[src/sv/rgbhsv_pkg.sv]
// Package for the RGB to HSV converter: widths, constants and the
// transaction and job structs. No dependencies.
`timescale 1ns / 1ps
`default_nettype none
package rgbhsv_pkg;

    localparam int CHANNEL_BITS    = 16;
    localparam int HUE_FRAC_BITS   = 6;

    localparam int SIXTY_UNITS     = 60 << HUE_FRAC_BITS;
    localparam int FULL_TURN_UNITS = 360 << HUE_FRAC_BITS;
    localparam int SIXTY_W         = $clog2(SIXTY_UNITS + 1);
    localparam int HUE_W           = $clog2(FULL_TURN_UNITS);
    localparam int HUE_QW          = $clog2(5 * SIXTY_UNITS);
    localparam int QUO_W           = (CHANNEL_BITS > HUE_QW) ? CHANNEL_BITS : HUE_QW;
    localparam int NUM_W           = CHANNEL_BITS + QUO_W;
    localparam int SECT_W          = CHANNEL_BITS + 3;
    localparam int QDEPTH          = 2;
    localparam int QPTR_W          = $clog2(QDEPTH);
    localparam int QCNT_W          = $clog2(QDEPTH + 1);

    typedef struct packed {
        logic [CHANNEL_BITS-1:0] red;
        logic [CHANNEL_BITS-1:0] green;
        logic [CHANNEL_BITS-1:0] blue;
    } t_pixel;

    typedef struct packed {
        logic [HUE_W-1:0]        hue;
        logic                    hue_undefined;
        logic [CHANNEL_BITS-1:0] saturation;
        logic [CHANNEL_BITS-1:0] brightness;
    } t_hsv;

    typedef struct packed {
        logic [CHANNEL_BITS-1:0] hi;
        logic [CHANNEL_BITS-1:0] delta;
        logic [SECT_W-1:0]       num;
        logic                    neg;
        logic                    undef;
    } t_job;

    typedef struct packed {
        logic [CHANNEL_BITS-1:0] hi;
        logic                    neg;
        logic                    undef;
    } t_side;

endpackage
`default_nettype wire

[src/sv/rgbhsv_front.sv]
// Front end: accepts a pixel, finds max, min and sector, builds the hue
// numerator and hands a job to the queue. Depends on rgbhsv_pkg.
`timescale 1ns / 1ps
`default_nettype none
module rgbhsv_front import rgbhsv_pkg::*; (
    input  logic   i_clk,
    input  logic   i_rst_n,
    input  logic   i_take,
    input  t_pixel i_pixel,
    input  logic   i_q_ready,
    output logic   o_busy,
    output logic   o_push,
    output t_job   o_job
);

    logic                    r_valid;
    logic                    n_valid;
    t_job                    r_job;
    t_job                    n_job;
    logic [CHANNEL_BITS-1:0] hi_val;
    logic [CHANNEL_BITS-1:0] lo_val;
    logic [CHANNEL_BITS-1:0] dlt;
    logic [SECT_W-1:0]       red_x;
    logic [SECT_W-1:0]       grn_x;
    logic [SECT_W-1:0]       blu_x;
    logic [SECT_W-1:0]       dlt_x;

    always_comb begin
        hi_val = i_pixel.red;
        if (i_pixel.green > hi_val) hi_val = i_pixel.green;
        if (i_pixel.blue > hi_val) hi_val = i_pixel.blue;
        lo_val = i_pixel.red;
        if (i_pixel.green < lo_val) lo_val = i_pixel.green;
        if (i_pixel.blue < lo_val) lo_val = i_pixel.blue;
        dlt   = hi_val - lo_val;
        red_x = SECT_W'(i_pixel.red);
        grn_x = SECT_W'(i_pixel.green);
        blu_x = SECT_W'(i_pixel.blue);
        dlt_x = SECT_W'(dlt);

        n_job.hi    = hi_val;
        n_job.delta = dlt;
        n_job.undef = (dlt == '0);
        n_job.neg   = 1'b0;
        if (i_pixel.red == hi_val) begin
            if (i_pixel.green >= i_pixel.blue) begin
                n_job.num = grn_x - blu_x;
            end else begin
                n_job.num = blu_x - grn_x;
                n_job.neg = 1'b1;
            end
        end else if (i_pixel.green == hi_val) begin
            n_job.num = (dlt_x << 1) + blu_x - red_x;
        end else begin
            n_job.num = (dlt_x << 2) + red_x - grn_x;
        end
    end

    always_comb begin
        if (i_take) begin
            n_valid = 1'b1;
        end else if (i_q_ready) begin
            n_valid = 1'b0;
        end else begin
            n_valid = r_valid;
        end
    end

    always_ff @(posedge i_clk) begin
        if (!i_rst_n) begin
            r_valid <= 1'b0;
        end else begin
            r_valid <= n_valid;
        end
    end

    always_ff @(posedge i_clk) begin
        if (i_take) begin
            r_job <= n_job;
        end
    end

    assign o_busy = r_valid & ~i_q_ready;
    assign o_push = r_valid & i_q_ready;
    assign o_job  = r_job;

endmodule
`default_nettype wire

[src/sv/rgbhsv_queue.sv]
// Short job queue between front and back end.
// Depends on rgbhsv_pkg.
`timescale 1ns / 1ps
`default_nettype none
module rgbhsv_queue import rgbhsv_pkg::*; (
    input  logic i_clk,
    input  logic i_rst_n,
    input  logic i_push,
    input  t_job i_job,
    input  logic i_pop,
    output logic o_ready,
    output logic o_valid,
    output t_job o_job
);

    t_job              r_slot [QDEPTH];
    logic [QPTR_W-1:0] r_wr;
    logic [QPTR_W-1:0] r_rd;
    logic [QCNT_W-1:0] r_cnt;
    logic              do_push;
    logic              do_pop;

    assign o_ready = (r_cnt != QCNT_W'(QDEPTH));
    assign o_valid = (r_cnt != '0);
    assign o_job   = r_slot[r_rd];
    assign do_push = i_push & o_ready;
    assign do_pop  = i_pop & o_valid;

    always_ff @(posedge i_clk) begin
        if (!i_rst_n) begin
            r_wr  <= '0;
            r_rd  <= '0;
            r_cnt <= '0;
        end else begin
            if (do_push) r_wr <= r_wr + 1'b1;
            if (do_pop) r_rd <= r_rd + 1'b1;
            if (do_push && !do_pop) begin
                r_cnt <= r_cnt + 1'b1;
            end else if (do_pop && !do_push) begin
                r_cnt <= r_cnt - 1'b1;
            end
        end
    end

    always_ff @(posedge i_clk) begin
        if (do_push) begin
            r_slot[r_wr] <= i_job;
        end
    end

endmodule
`default_nettype wire

[src/sv/rgbhsv_div.sv]
// Pipelined restoring divider, one quotient bit per stage.
// Quotient must fit QUO_W bits. Depends on rgbhsv_pkg.
`timescale 1ns / 1ps
`default_nettype none
module rgbhsv_div import rgbhsv_pkg::*; (
    input  logic                    i_clk,
    input  logic [NUM_W-1:0]        i_num,
    input  logic [CHANNEL_BITS-1:0] i_den,
    output logic [QUO_W-1:0]        o_quo
);

    logic [CHANNEL_BITS-1:0] r_rem [QUO_W+1];
    logic [CHANNEL_BITS-1:0] r_den [QUO_W+1];
    logic [QUO_W-1:0]        r_low [QUO_W+1];
    logic [QUO_W-1:0]        r_quo [QUO_W+1];

    always_ff @(posedge i_clk) begin
        r_rem[0] <= i_num[NUM_W-1:QUO_W];
        r_low[0] <= i_num[QUO_W-1:0];
        r_den[0] <= i_den;
        r_quo[0] <= '0;
    end

    for (genvar s = 1; s <= QUO_W; s++) begin : g_step
        logic [CHANNEL_BITS:0]   trial;
        logic [CHANNEL_BITS:0]   diff;
        logic                    ge;
        logic [CHANNEL_BITS-1:0] n_rem;

        assign trial = {r_rem[s-1], r_low[s-1][QUO_W-1]};
        assign ge    = (trial >= {1'b0, r_den[s-1]});
        assign diff  = trial - {1'b0, r_den[s-1]};
        assign n_rem = ge ? diff[CHANNEL_BITS-1:0] : trial[CHANNEL_BITS-1:0];

        always_ff @(posedge i_clk) begin
            r_rem[s] <= n_rem;
            r_den[s] <= r_den[s-1];
            r_low[s] <= {r_low[s-1][QUO_W-2:0], 1'b0};
            r_quo[s] <= {r_quo[s-1][QUO_W-2:0], ge};
        end
    end

    assign o_quo = r_quo[QUO_W];

endmodule
`default_nettype wire

[src/sv/rgbhsv_back.sv]
// Back end: forms hue and saturation numerators, runs both divisions
// and finishes the result. Depends on rgbhsv_pkg and rgbhsv_div.
`timescale 1ns / 1ps
`default_nettype none
module rgbhsv_back import rgbhsv_pkg::*; (
    input  logic i_clk,
    input  logic i_rst_n,
    input  logic i_valid,
    input  t_job i_job,
    output logic o_pop,
    output logic o_valid,
    output t_hsv o_result
);

    logic                    r_p_valid;
    logic [NUM_W-1:0]        r_hue_num;
    logic [NUM_W-1:0]        r_sat_num;
    logic [CHANNEL_BITS-1:0] r_delta;
    t_side                   r_p_side;
    logic                    r_sv   [QUO_W+1];
    t_side                   r_side [QUO_W+1];
    logic [QUO_W-1:0]        hue_q;
    logic [QUO_W-1:0]        sat_q;
    logic                    r_done;
    t_hsv                    r_out;
    t_hsv                    n_out;
    logic [SECT_W+SIXTY_W-1:0]   hue_prod;
    logic [2*CHANNEL_BITS-1:0]   sat_prod;
    logic [HUE_W-1:0]            hue_mag;
    logic [HUE_W-1:0]            full_turn;

    assign o_pop    = i_valid;
    assign hue_prod = (SECT_W+SIXTY_W)'(i_job.num) * (SECT_W+SIXTY_W)'(SIXTY_UNITS);
    assign sat_prod = {i_job.delta, {CHANNEL_BITS{1'b0}}} - (2*CHANNEL_BITS)'(i_job.delta);

    always_ff @(posedge i_clk) begin
        if (!i_rst_n) begin
            r_p_valid <= 1'b0;
        end else begin
            r_p_valid <= i_valid;
        end
    end

    always_ff @(posedge i_clk) begin
        r_hue_num         <= NUM_W'(hue_prod);
        r_sat_num         <= NUM_W'(sat_prod);
        r_delta           <= i_job.delta;
        r_p_side.hi       <= i_job.hi;
        r_p_side.neg      <= i_job.neg;
        r_p_side.undef    <= i_job.undef;
    end

    rgbhsv_div u_hue_div (
        .i_clk (i_clk),
        .i_num (r_hue_num),
        .i_den (r_delta),
        .o_quo (hue_q)
    );

    rgbhsv_div u_sat_div (
        .i_clk (i_clk),
        .i_num (r_sat_num),
        .i_den (r_p_side.hi),
        .o_quo (sat_q)
    );

    always_ff @(posedge i_clk) begin
        if (!i_rst_n) begin
            r_sv[0] <= 1'b0;
        end else begin
            r_sv[0] <= r_p_valid;
        end
    end

    always_ff @(posedge i_clk) begin
        r_side[0] <= r_p_side;
    end

    for (genvar s = 1; s <= QUO_W; s++) begin : g_side
        always_ff @(posedge i_clk) begin
            if (!i_rst_n) begin
                r_sv[s] <= 1'b0;
            end else begin
                r_sv[s] <= r_sv[s-1];
            end
        end

        always_ff @(posedge i_clk) begin
            r_side[s] <= r_side[s-1];
        end
    end

    assign hue_mag   = hue_q[HUE_W-1:0];
    assign full_turn = HUE_W'(FULL_TURN_UNITS);

    always_comb begin
        n_out.brightness    = r_side[QUO_W].hi;
        n_out.hue_undefined = r_side[QUO_W].undef;
        if (r_side[QUO_W].hi == '0) begin
            n_out.saturation = '0;
        end else begin
            n_out.saturation = sat_q[CHANNEL_BITS-1:0];
        end
        if (r_side[QUO_W].undef) begin
            n_out.hue = '0;
        end else if (r_side[QUO_W].neg) begin
            n_out.hue = (hue_mag == '0) ? '0 : full_turn - hue_mag;
        end else begin
            n_out.hue = hue_mag;
        end
    end

    always_ff @(posedge i_clk) begin
        if (!i_rst_n) begin
            r_done <= 1'b0;
        end else begin
            r_done <= r_sv[QUO_W];
        end
    end

    always_ff @(posedge i_clk) begin
        r_out <= n_out;
    end

    assign o_valid  = r_done;
    assign o_result = r_out;

endmodule
`default_nettype wire

[src/sv/rgb_to_hsv_converter.sv]
// Top level of the RGB to HSV converter: front end, job queue, back end.
// Depends on rgbhsv_pkg, rgbhsv_front, rgbhsv_queue, rgbhsv_back.
//
//   channel   ports                   handshake
//   pixel in  start, busy, i_pixel    taken when start high and busy low
//   result    o_valid, o_result       one cycle per result, no backpressure
//
// One pixel per clock; busy stays low since the back end drains the queue
// every cycle. Latency is set by the two bit-per-stage division pipelines
// for hue and saturation.
// Reset is synchronous and clears only valid and queue state.
`timescale 1ns / 1ps
`default_nettype none
module rgb_to_hsv_converter import rgbhsv_pkg::*; (
    input  logic   i_clk,
    input  logic   i_rst_n,
    input  logic   start,
    output logic   busy,
    input  t_pixel i_pixel,
    output logic   o_valid,
    output t_hsv   o_result
);

    logic take;
    logic q_ready;
    logic q_valid;
    logic push;
    logic pop;
    t_job front_job;
    t_job q_job;

    assign take = start & ~busy;

    rgbhsv_front u_front (
        .i_clk     (i_clk),
        .i_rst_n   (i_rst_n),
        .i_take    (take),
        .i_pixel   (i_pixel),
        .i_q_ready (q_ready),
        .o_busy    (busy),
        .o_push    (push),
        .o_job     (front_job)
    );

    rgbhsv_queue u_queue (
        .i_clk   (i_clk),
        .i_rst_n (i_rst_n),
        .i_push  (push),
        .i_job   (front_job),
        .i_pop   (pop),
        .o_ready (q_ready),
        .o_valid (q_valid),
        .o_job   (q_job)
    );

    rgbhsv_back u_back (
        .i_clk    (i_clk),
        .i_rst_n  (i_rst_n),
        .i_valid  (q_valid),
        .i_job    (q_job),
        .o_pop    (pop),
        .o_valid  (o_valid),
        .o_result (o_result)
    );

endmodule
`default_nettype wire

[config.mk]
export PLATFORM = sky130hd
export DESIGN_NAME = rgb_to_hsv_converter
export DESIGN_NICKNAME = d
export VERILOG_FILES = /design/src/sv/rgbhsv_pkg.sv /design/src/sv/rgbhsv_front.sv /design/src/sv/rgbhsv_queue.sv /design/src/sv/rgbhsv_div.sv /design/src/sv/rgbhsv_back.sv /design/src/sv/rgb_to_hsv_converter.sv
export SDC_FILE = /design/constraint.sdc
export NUM_CORES = 2
export LEC_CHECK = 0
export BUFFER_PORTS_ARGS = -buffer_cell sky130_fd_sc_hd__buf_4
export CORE_UTILIZATION = 35
export CTS_CLUSTER_SIZE = 8
export DETAILED_ROUTE_END_ITERATION = 12
export GPL_TIMING_DRIVEN = 0
export HOLD_SLACK_MARGIN = 0.08
export MAX_ROUTING_LAYER = met4
export PLACE_DENSITY = 0.59
export SETUP_SLACK_MARGIN = 0.05
export SYNTH_ARGS = -nofsm -noshare
export SYNTH_HDL_FRONTEND = slang
export SYNTH_SLANG_ARGS = --single-unit
[constraint.sdc]
create_clock -name i_clk -period 11.01 [get_ports i_clk]
set_clock_uncertainty 0.15 [all_clocks]
set_input_delay 0.5505 -clock i_clk [delete_from_list [all_inputs] [get_ports i_clk]]
set_output_delay 0.5505 -clock i_clk [all_outputs]
set_load 0.02 [all_outputs]
==> flow_summary.json <==
{
  "number_of_nets_with_antenna_violations_after_detailed_routing": 0,
  "floorplan.die.width_um": 467,
  "overflow": 0,
  "area_of_the_mapped_netlist_um2": 75700,
  "critical_path.max_stage_delay_ns": 0.73,
  "yosys_warnings": 0,
  "setup_viol_count_final": 0,
  "final.fill_count": 20455,
  "std_cell_core_area_um2": 215000,
  "async_flop_share_pct": 0,
  "clkSinkCount": 1805,
  "cts_max_level": 5,
  "netlist-cell-type-count": 81,
  "sequential_cell_area_um2": 37700,
  "drt_pre_antenna_iters": 7,
  "clk_path_buf_depth": 4,
  "critical-path-top-cell-by-count": "sky130_fd_sc_hd__buf_4",
  "numPortBuffers": 100,
  "yosys_top_cell_area_share_pct": 43.6,
  "rsz0062_at_grt": "false",
  "postSynthCellCount": 7498,
  "syn_area_per_cell_um2": 10.1,
  "top_usage_layer": "met2",
  "wirelength_um": 171000,
  "critPathCaptureType": "register",
  "globalRouteTotalUtil_pct": 16.0,
  "route.vias.total": 51374,
  "gr_layer_usage_met3_pct": 2.51,
  "crit_arrival_ns": 10.84,
  "initial_utilization_pct": 35.3,
  "dpl.hpwl_um": 132000,
  "synth_seq_cells": 1805,
  "post-synth-top-area-cell": "sky130_fd_sc_hd__dfxtp_1",
  "antenna_violations_before_repair": 4,
  "multiInputGateArea_um2": 34000,
  "synth_sequential_area_ratio_pct": 49.9,
  "timing.hold.worst_path_depth": 0,
  "max_clock_freq_mhz": 96.3,
  "timing.critical_path.from": "i_pixel[25]",
  "latest_clock_arrival_within_the_worst_skew_pair_ns": 0.88,
  "final-hold-violation-count": 0,
  "gr-usage-met2_pct": 28.6,
  "run_status": "complete, no violations",
  "syn_nets": 8333,
  "reg_to_reg_endpoint": "u_back.r_hue_num[30]$_DFF_P_",
  "period_share_pct": 94.3,
  "worstSetupPathType": "in2reg",
  "regToRegSetupSlack_ns": 3.59,
  "synth_edf_count": 159,
  "grt_start_max_net_pins": 39,
  "fin_worst_hold_slack_ns": 0.153,
  "setup.worst_path.start_class": "input port",
  "flow.area_growth_from_synthesis_pct": 15.9,
  "cts_buffers": 276,
  "io_pins": 101,
  "vias_per_cell": 4.76,
  "min_path_type": "reg2reg",
  "route.detailed.drc": 0,
  "number_of_global_route_vias_before_repair": 52814,
  "drt-initial-drc-count": 2408,
  "post-route-min-period_ns": 10.38,
  "dr_wl_cell_um": 15.8,
  "crit_fanout": 10,
  "clk_pin_slew_ns": 0.05,
  "min_delay_worst_endpoint": "u_back.r_side[0][90]$_DFF_P_",
  "drv_slew": 0,
  "layout-drive-gt1-share_pct": 8.35,
  "reg2reg_depth": 25,
  "hold_path.startpoint": "u_back.r_side[0][72]$_DFF_P_",
  "cap_violations": 0,
  "relative_slew_slack_pct": 28.1,
  "crit_path_top_delay_cell": "sky130_fd_sc_hd__fa_2",
  "synth_ff_type": "sky130_fd_sc_hd__dfxtp_1",
  "grt_first_pass_wirelength_um": 272000,
  "clock-root-buffer": "sky130_fd_sc_hd__clkbuf_16",
  "synth.top_cells.by_area": "sky130_fd_sc_hd__dfxtp_1 44%, sky130_fd_sc_hd__ha_1 12%, sky130_fd_sc_hd__edfxtp_1 6.3%",
  "die_height_um": 467,
  "final_net_count": 8738,
  "max_slew.worst_pin.slew_ns": 1.08,
  "die_area_um2": 218000,
  "global_route.usage.met1_pct": 17.5,
  "core.rowCount": 170,
  "cts_tree": "yes",
  "cp_data_required_time_ns": 11.47,
  "gp_routability_congestion": 0.937
}
[through the flow]
step | cell area, um2 | setup WS [ns] | util [%] | setup TNS, ns | std cells
3_5_place_dp | 80000 | -2.21 | 37.3 | -19.87 | 10439
4_1_cts | 87500 | 0.0880 | 40.8 | 0 | 10764
2_1_floorplan | 75700 | 1.03 | - | 0 | 7498
6_report | 87700 | 0.626 | 40.9 | 0 | 10784
5_1_grt | 87700 | 0.0765 | 40.9 | 0 | 10782
3_3_place_gp | 80000 | -2.29 | 37.3 | -20.76 | 10436
[registers in the layout (all words and copies together), names as in the netlist, 2 cells and up, named ones only]
| register | cells |
|---|---|
| u_back.r_hue_num | 23 |
| u_back.o_result | 48 |
| u_back.r_p_side | 18 |
| u_queue.r_cnt | 2 |
| u_back.u_hue_div.r_rem | 255 |
| u_back.u_sat_div.r_quo | 136 |
| u_back.u_hue_div.r_low | 36 |
| u_back.u_hue_div.r_den | 256 |
| u_front.o_job | 53 |
| u_back.r_sat_num | 32 |
| u_queue.r_slot | 106 |
| u_back.r_sv | 17 |
| u_back.r_delta | 15 |
| u_back.u_sat_div.r_low | 120 |
| u_back.r_side | 306 |
| u_back.u_sat_div.r_rem | 256 |
| u_back.u_hue_div.r_quo | 120 |
[final cells by class]
| class | instances | area share (%) |
|---|---|---|
| Sequential cell | 1805 | 43.0 |
| Multi-Input combinational cell | 4619 | 38.8 |
| Clock buffer | 311 | 8.26 |
| Inverter | 945 | 4.06 |
| Tap cell | 2838 | 4.05 |
| Timing Repair Buffer | 127 | 1.14 |
| Buffer | 129 | 0.596 |
| Clock inverter | 7 | 0.0613 |
| Antenna cell | 3 | 0.00856 |
[timing repair]
action / 4_1_cts / 5_1_grt
pin swaps: 2 / 4
resized for setup: 16 / 33
buffers inserted: 2 / 17
hold buffers: 5 / 0
endpoints found under the hold margin: 44 / 0
endpoints found under the setup margin: 10 / 8
[worst max-delay path: cells and delay by family]
family                     cells  cell delay (ns)
adders and majority gates      5             2.22
buffers and inverters         10             2.12
muxes                          1             0.30
AOI/OAI and AO/OA             16             3.69
and+or+nand+nor               12             1.91
[cell usage after synthesis, drive strengths merged, types with 23 or more instances]
master,n
fa,85
xor2,89
o21ai,376
inv,945
o21bai,27
mux2,139
nor4,24
a211oi,69
or3,60
nor2b,107
nand4,133
clkbuf,108
a21oi,696
ha,699
o31a,23
nand3,97
a21o,140
edfxtp,159
dfxtp,1646
nor2,569
mux2i,36
nor3,39
nand2,286
o21a,52
o41ai,24
and2,56
nand2b,134
xnor2,360
o221a,24
a21boi,118
[worst max path at each step]
stage	endpoint	slack [ns]	cells after the start
CTS	u_front.o_job[19]$_DFFE_PP_	0.09	51
finish	u_front.o_job[20]$_DFFE_PP_	0.63	44
global route	u_front.o_job[19]$_DFFE_PP_	0.08	52
global placement	u_front.o_job[19]$_DFFE_PP_	-2.29	45
floorplan	u_front.o_job[19]$_DFFE_PP_	1.03	49
detailed placement	u_front.o_job[19]$_DFFE_PP_	-2.21	45
[routing by layer]
metal	up-vias	wire length (um)
met1	23954	71900
met5	-	0
met2	950	86300
met4	0	6660
met3	413	5840
li1	26057	-
[kinds of logic (layout without fill, tap and decap cells)]
| kind of cell | Yosys count | in the layout | synth area share [%] |
|---|---|---|---|
| DFF | 1805 | 1805 | 49.9 |
| and+or+nand+nor | 1576 | 1576 | 10.2 |
| buffers and inverters | 1074 | 1519 | 5.36 |
| other | 0 | 3 | 0 |
| xor gates and xnor gates | 449 | 449 | 5.20 |
| adders and majority gates | 784 | 784 | 13.8 |
| AOI/OAI and AO/OA | 1635 | 1635 | 13.0 |
| muxes | 175 | 175 | 2.55 |
[placed cells by master, fill, tap and decap left out, types with 137 or more instances in the layout]
master                      Yosys  layout
sky130_fd_sc_hd__a21o_1       140     140
sky130_fd_sc_hd__nand2_1      285     285
sky130_fd_sc_hd__ha_1         699     699
sky130_fd_sc_hd__dfxtp_1     1646    1646
sky130_fd_sc_hd__clkbuf_16      0     285
sky130_fd_sc_hd__mux2_2       137     137
sky130_fd_sc_hd__nor2_1       569     567
sky130_fd_sc_hd__inv_1        945     940
sky130_fd_sc_hd__a21oi_1      696     695
sky130_fd_sc_hd__xnor2_1      360     355
sky130_fd_sc_hd__o21ai_0      371     367
sky130_fd_sc_hd__edfxtp_1     159     159
Power is not shown: default switching activity piles up to over one toggle a cycle in this logic, so the estimate is an artifact.
